==> src/rtl/spc_pkg.sv <==
// Shared types and constants for the stack permutation checker.
// No dependencies; imported by every module of the block.
package spc_pkg;

    localparam int MAX_CARS_DEF = 16;
    localparam int CAR_W        = 8;
    localparam int OP_W         = 2;
    localparam int OUT_TDATA_W  = 8;

    typedef logic [OP_W-1:0] op_t;

    localparam op_t OP_PUSH       = 2'd0;
    localparam op_t OP_POP        = 2'd1;
    localparam op_t OP_IMPOSSIBLE = 2'd2;

    localparam logic FUNC_ARRIVAL = 1'b0;
    localparam logic FUNC_WANTED  = 1'b1;

endpackage

==> src/rtl/spc_seq.sv <==
// Load and replay sequencer of the stack permutation checker.
// Depends on spc_pkg; drives the three car memories held in spc_ram instances.
module spc_seq
    import spc_pkg::*;
#(
    parameter int MAX_CARS = MAX_CARS_DEF,
    parameter int AW       = 4,
    parameter int CW       = 5
)
(
    input  logic             clk,
    input  logic             rst_n,
    // load side
    input  logic             in_valid,
    output logic             in_ready,
    input  logic             in_func,
    input  logic [CAR_W-1:0] in_car,
    input  logic             in_last,
    // result side
    output logic             out_valid,
    input  logic             out_ready,
    output op_t              out_op,
    output logic             out_final,
    // memory ports
    output logic [CAR_W-1:0] car_wdata,
    output logic             arr_we,
    output logic [AW-1:0]    arr_waddr,
    output logic [AW-1:0]    arr_raddr,
    input  logic [CAR_W-1:0] arr_rdata,
    output logic             wnt_we,
    output logic [AW-1:0]    wnt_waddr,
    output logic [AW-1:0]    wnt_raddr,
    input  logic [CAR_W-1:0] wnt_rdata,
    output logic             stk_we,
    output logic [AW-1:0]    stk_waddr,
    output logic [CAR_W-1:0] stk_wdata,
    output logic [AW-1:0]    stk_raddr,
    input  logic [CAR_W-1:0] stk_rdata
);

    localparam logic [1:0] ST_LOAD = 2'd0;
    localparam logic [1:0] ST_READ = 2'd1;
    localparam logic [1:0] ST_EVAL = 2'd2;

    localparam logic [CW-1:0] MAX_C = CW'(MAX_CARS);
    localparam logic [CW-1:0] ONE_C = CW'(1);

    logic [1:0]    state_reg, state_next;
    logic [CW-1:0] arr_cnt_reg, arr_cnt_next;
    logic [CW-1:0] wnt_cnt_reg, wnt_cnt_next;
    logic [CW-1:0] arr_nxt_reg, arr_nxt_next;
    logic [CW-1:0] wnt_nxt_reg, wnt_nxt_next;
    logic [CW-1:0] depth_reg, depth_next;
    logic          out_valid_reg, out_valid_next;
    op_t           op_reg, op_next;
    logic          final_reg, final_next;

    logic          load_fire;
    logic          step_fire;
    logic          can_pop;
    logic          can_push;
    logic [CW-1:0] depth_m1;
    logic [CW-1:0] wnt_inc;

    assign in_ready  = (state_reg == ST_LOAD);
    assign load_fire = in_valid && in_ready;

    // A step only commits when the output register is free or being emptied.
    assign step_fire = (state_reg == ST_EVAL) && (!out_valid_reg || out_ready);

    assign depth_m1 = depth_reg - ONE_C;
    assign wnt_inc  = wnt_nxt_reg + ONE_C;

    assign can_pop  = (depth_reg != '0) && (stk_rdata == wnt_rdata);
    assign can_push = (arr_nxt_reg < arr_cnt_reg) && (depth_reg < MAX_C);

    // Reads are issued every cycle from the current pointers; the READ state
    // lets the registered data catch up after an update.
    assign arr_raddr = arr_nxt_reg[AW-1:0];
    assign wnt_raddr = wnt_nxt_reg[AW-1:0];
    assign stk_raddr = depth_m1[AW-1:0];

    assign car_wdata = in_car;
    assign arr_we    = load_fire && (in_func == FUNC_ARRIVAL) && (arr_cnt_reg < MAX_C);
    assign arr_waddr = arr_cnt_reg[AW-1:0];
    assign wnt_we    = load_fire && (in_func == FUNC_WANTED) && (wnt_cnt_reg < MAX_C);
    assign wnt_waddr = wnt_cnt_reg[AW-1:0];
    assign stk_we    = step_fire && !can_pop && can_push;
    assign stk_waddr = depth_reg[AW-1:0];
    assign stk_wdata = arr_rdata;

    always_comb
    begin
        state_next     = state_reg;
        arr_cnt_next   = arr_cnt_reg;
        wnt_cnt_next   = wnt_cnt_reg;
        arr_nxt_next   = arr_nxt_reg;
        wnt_nxt_next   = wnt_nxt_reg;
        depth_next     = depth_reg;
        out_valid_next = out_valid_reg && !out_ready;
        op_next        = op_reg;
        final_next     = final_reg;

        unique case (state_reg)
            ST_LOAD:
            begin
                if (arr_we)
                begin
                    arr_cnt_next = arr_cnt_reg + ONE_C;
                end
                if (wnt_we)
                begin
                    wnt_cnt_next = wnt_cnt_reg + ONE_C;
                end
                if (load_fire && (in_func == FUNC_WANTED) && in_last)
                begin
                    state_next = ST_READ;
                end
            end
            ST_READ:
            begin
                state_next = ST_EVAL;
            end
            ST_EVAL:
            begin
                if (step_fire)
                begin
                    out_valid_next = 1'b1;
                    state_next     = ST_READ;
                    if (can_pop)
                    begin
                        op_next      = OP_POP;
                        final_next   = (wnt_inc == wnt_cnt_reg);
                        depth_next   = depth_m1;
                        wnt_nxt_next = wnt_inc;
                    end
                    else if (can_push)
                    begin
                        op_next      = OP_PUSH;
                        final_next   = 1'b0;
                        depth_next   = depth_reg + ONE_C;
                        arr_nxt_next = arr_nxt_reg + ONE_C;
                    end
                    else
                    begin
                        op_next    = OP_IMPOSSIBLE;
                        final_next = 1'b1;
                    end
                    // The run is over: start the next one from empty sequences.
                    if (final_next)
                    begin
                        state_next   = ST_LOAD;
                        arr_cnt_next = '0;
                        wnt_cnt_next = '0;
                        arr_nxt_next = '0;
                        wnt_nxt_next = '0;
                        depth_next   = '0;
                    end
                end
            end
            default:
            begin
                state_next = ST_LOAD;
            end
        endcase
    end

    always_ff @(posedge clk or negedge rst_n)
    begin
        if (!rst_n)
        begin
            state_reg     <= ST_LOAD;
            arr_cnt_reg   <= '0;
            wnt_cnt_reg   <= '0;
            arr_nxt_reg   <= '0;
            wnt_nxt_reg   <= '0;
            depth_reg     <= '0;
            out_valid_reg <= 1'b0;
        end
        else
        begin
            state_reg     <= state_next;
            arr_cnt_reg   <= arr_cnt_next;
            wnt_cnt_reg   <= wnt_cnt_next;
            arr_nxt_reg   <= arr_nxt_next;
            wnt_nxt_reg   <= wnt_nxt_next;
            depth_reg     <= depth_next;
            out_valid_reg <= out_valid_next;
        end
    end

    always_ff @(posedge clk)
    begin
        op_reg    <= op_next;
        final_reg <= final_next;
    end

    assign out_valid = out_valid_reg;
    assign out_op    = op_reg;
    assign out_final = final_reg;

endmodule

==> config.mk <==
export PLATFORM = sky130hd
export DESIGN_NAME = spc_seq
export DESIGN_NICKNAME = d
export VERILOG_FILES = /design/src/rtl/spc_pkg.sv /design/src/rtl/spc_seq.sv
export SDC_FILE = /design/constraint.sdc
export NUM_CORES = 1
export LEC_CHECK = 0
export BUFFER_PORTS_ARGS = -buffer_cell sky130_fd_sc_hd__clkbuf_2
export CORE_MARGIN = 5
export CORE_UTILIZATION = 30
export CTS_CLUSTER_DIAMETER = 120
export DETAILED_ROUTE_END_ITERATION = 16
export MAX_ROUTING_LAYER = met4
export PLACE_DENSITY = 0.57
export REMOVE_ABC_BUFFERS = 1
export SLEW_MARGIN = 10
export SYNTH_ARGS = -nofsm -noshare
export SYNTH_HDL_FRONTEND = slang
export SYNTH_SLANG_ARGS = --single-unit
==> constraint.sdc <==
create_clock -name clk -period 2.85 [get_ports clk]
set_clock_uncertainty 0.2 [all_clocks]
set_input_delay 0.1425 -clock clk [delete_from_list [all_inputs] [get_ports clk]]
set_output_delay 0.1425 -clock clk [all_outputs]
set_load 0.02 [all_outputs]
==> run summary <==
Setup repair after global routing left no endpoint under its margin. The number of global-route vias before repair came out at 1682. Counting both buffers and inverters, the worst setup path holds a total of 2. After filler insertion, the fill cell instance count of the layout stands at 790. The number of clock sinks seen by CTS came out at 31. The largest fanout on the critical path is 6. The total negative slack for setup checks came out at 0 ns. The number of different library cells used by synthesis comes to 44. The max capacitance violation total is 0. The total half-perimeter wirelength after legalization and detailed placement is 3740 microns. For this design the static power due to leakage is between 0.001 and 0.0015 uW. The maximum count of clock buffers along a single path came out at 2.

At the end of routability-driven placement, the weighted congestion stood at 0.749. TritonCTS built the clock tree. The worst setup path is of the reg -> out kind.

The fraction of final layout cells with drive strength greater than 1 came out at between 30% and 40%. The run finished with clean final reports. The pin count of the biggest net entering global routing is 29. The biggest area contributor in the post-synthesis netlist is dfrtp_1.

The maximum clock frequency is roughly 0.38 GHz. The data required time at the worst endpoint came out at 2.51 ns. The later pin in the worst-skew pair is clocked with a latency of 0.28 ns.

The hold buffer count at CTS is 2. The net count reported at finish came out at slightly below 300. The worst setup path is launched from a register. The max-slew violation count is 0.

STA classifies the critical path endpoint as a primary output. Summing the sequential cell areas from Yosys gives a little over a third of the chip area. The number of antenna violations at the first check in global routing is 0.

The die covers 9030 sq um. The global-route usage over all layers came out at 11.9%. The total standard cell area after synthesis came out at 2170 sq um.

The detailed-route wire length per cell came out at 14.2 microns. The number of buffers inserted during clock tree synthesis is 5. The via-per-instance ratio is 4.70. The final worst hold slack is between 0.005 and 0.006 ns. After detailed routing, the number of remaining DRC violations is 0. In this run the tightest slew margin relative to its limit is 51.3%. The maximum single-stage delay on the critical path is 0.41 ns.

The number of DRC markers in iteration 0 is 49. At the pin with the least slew margin, the transition time is 0.731 ns. In this run the clock root is driven by a clkbuf_8. The tightest min-delay check is of the in -> reg type. The count of buffers inserted at the top-level ports is 53.

The average cell area after synthesis came out at 9.95 sq um. The top-level port count came out at 86. The area overhead of the layout relative to synthesis is 9.52%. The data arrival time of the worst path came out at 2.29 ns. The number of warnings issued by yosys came out at 0. The via count came out at 1608. The wire length of the first global-routing pass is 8200 microns.

The number of diodes added for antenna fixing is 0. The hold violation total from the final report came out at 0. Post-CTS timing repair inserted 0 buffers for setup.

The number of detailed-route iterations in the first pass came out at 4. The commonest cells after synthesis are buf_4 (38), dfrtp_1 (28), ha_1 (11). The signal on the critical path passes through inv_1 -> ha_1 -> a211oi_1 -> o21ai_0 -> or2_2 -> nor2_1 -> clkbuf_2. The power density over cell area came out at ~910 nW/um^2. The placement row count came out at 31. The final wirelength came out at 4870 microns. The number of flops mapped to enable cells by yosys came out at 3.

Setup violations remaining at the end of the flow were counted as 0. By instance count, the leading cell after synthesis is buf_4. The standard cell core area came out at approximately 7000 sq um.

The clock-pin slew of the registers on the worst-case setup and hold paths is 0.06 ns. The cell with the biggest individual delay on the critical path is dfrtp_1. The initial core utilization came out at 30.4%. The fraction of registers with async set or reset after synthesis came out at 90.3%.

The fraction of the cycle the final worst path needs came out at about 92%. The number of cells after detailed placement came out at 332. The most used flip-flop cell after synthesis is dfrtp_1. Post-CTS repair changed the size of 0 cells. Counting I/O delays and the setup requirement, the final critical path takes 2.63 ns. The die width is 95.0 microns.

Ranked by total cell area, the synthesized netlist is headed by dfrtp_1 (32%), buf_4 (13%), ha_1 (6.3%). The final antenna-violating net count is 0. The finished layout holds 342 standard cells, fillers aside. Synthesis inferred 31 register bits. After technology mapping, the gate count stands at 218. The cell type group with the largest total delay on the critical path is simple AND/OR/NAND/NOR gates. The clock tree synthesis step divided the H-tree into 2 levels.

After global routing the overflow that remains totals 0. The top cell type's share of synthesized area is 32.3%. Across the VDD grid, the largest voltage drop is 0.436 mV. The chip height came out at 95.0 microns.
per-stage QoR:
stage	total power, uW	setup WS [ns]	utilization (%)	cell area, sq um
after floorplan	1480	0.158	-	1860
after global placement	1820	0.349	31.9	2270
after detailed placement	1850	0.302	31.9	2270
after CTS	2190	0.190	33.3	2380
after global routing	2340	0.0444	33.3	2380
final	2160	0.222	33.3	2380
final timing paths:
check	startpoint	to	slack, ns	depth (start not counted)
hold reg to reg	state_reg[1]$_DFFE_PN0P_	state_reg[0]$_DFFE_PN0P_	0.31	1
min in group asynchronous	rst_n	wnt_nxt_reg[1]$_DFFE_PN0P_	0.26	2
setup / recovery	arr_cnt_reg[1]$_DFFE_PN0P_	stk_we	0.22	7
hold / removal	out_ready	out_valid$_DFF_PN0_	0.005	3
max in group asynchronous	rst_n	arr_cnt_reg[1]$_DFFE_PN0P_	1.72	2
setup reg to reg	depth_reg[0]$_DFFE_PN0P_	arr_cnt_reg[0]$_DFFE_PN0P_	0.26	7
where the power goes:
part | total [uW] | leakage (uW) | internal, uW | switching [uW]
Sequential | 737 | 0.000388 | 577 | 160
Clock | 335 | 0.0000422 | 171 | 164
Combinational | 1090 | 0.000704 | 431 | 655
Total | 2160 | 0.00113 | 1180 | 979
layout by cell type (no fill, tap or decap), types with 6 or more instances in the layout:
master / Yosys / layout
xor2_1: 9 / 9
mux2_2: 6 / 6
clkbuf_2: 1 / 53
nand2_1: 10 / 10
o2bb2ai_1: 7 / 7
dfrtp_1: 28 / 28
nand3_1: 8 / 8
a21oi_1: 10 / 10
nor2_1: 6 / 6
inv_1: 9 / 9
nor3_1: 9 / 9
xnor2_1: 9 / 9
ha_1: 11 / 11
a22o_1: 7 / 7
area by class of cell:
cell class | instances | area [sq um] | share of cell area [%]
Tap cell | 99 | 124 | 5.21
Multi-Input combinational cell | 136 | 1030 | 43.4
Sequential cell | 31 | 791 | 33.3
Timing Repair Buffer | 59 | 315 | 13.3
Inverter | 9 | 33.8 | 1.42
Clock buffer | 7 | 76.3 | 3.21
Clock inverter | 1 | 5.00 | 0.211
logic make-up after synthesis:
| group | after synthesis | share of synthesized area [%] |
|---|---|---|
| AO/OA/AOI/OAI | 44 | 14.9 |
| buffers and inverters | 51 | 16.0 |
| flip-flops | 31 | 36.4 |
| adder cells (fa/ha/maj) | 11 | 6.34 |
| AND/OR/NAND/NOR | 52 | 13.1 |
| XOR/XNOR | 18 | 7.27 |
| multiplexers | 11 | 5.88 |
worst min-delay path: cells and delay by family:
family,cells,cell delay [ns]
and+or+nand+nor,2,0.23
buffers and inverters,1,0.07
layer usage:
layer | vias up | share of wire, % | global-route usage, %
met5 | - | 0 | -
met1 | 773 | 46 | 15.2
li1 | 788 | - | -
met2 | 41 | 47 | 17.9
met4 | 0 | 0.86 | 2.88
met3 | 6 | 6.2 | 4.50
No activity file was read; power rests on OpenSTA's default activity.
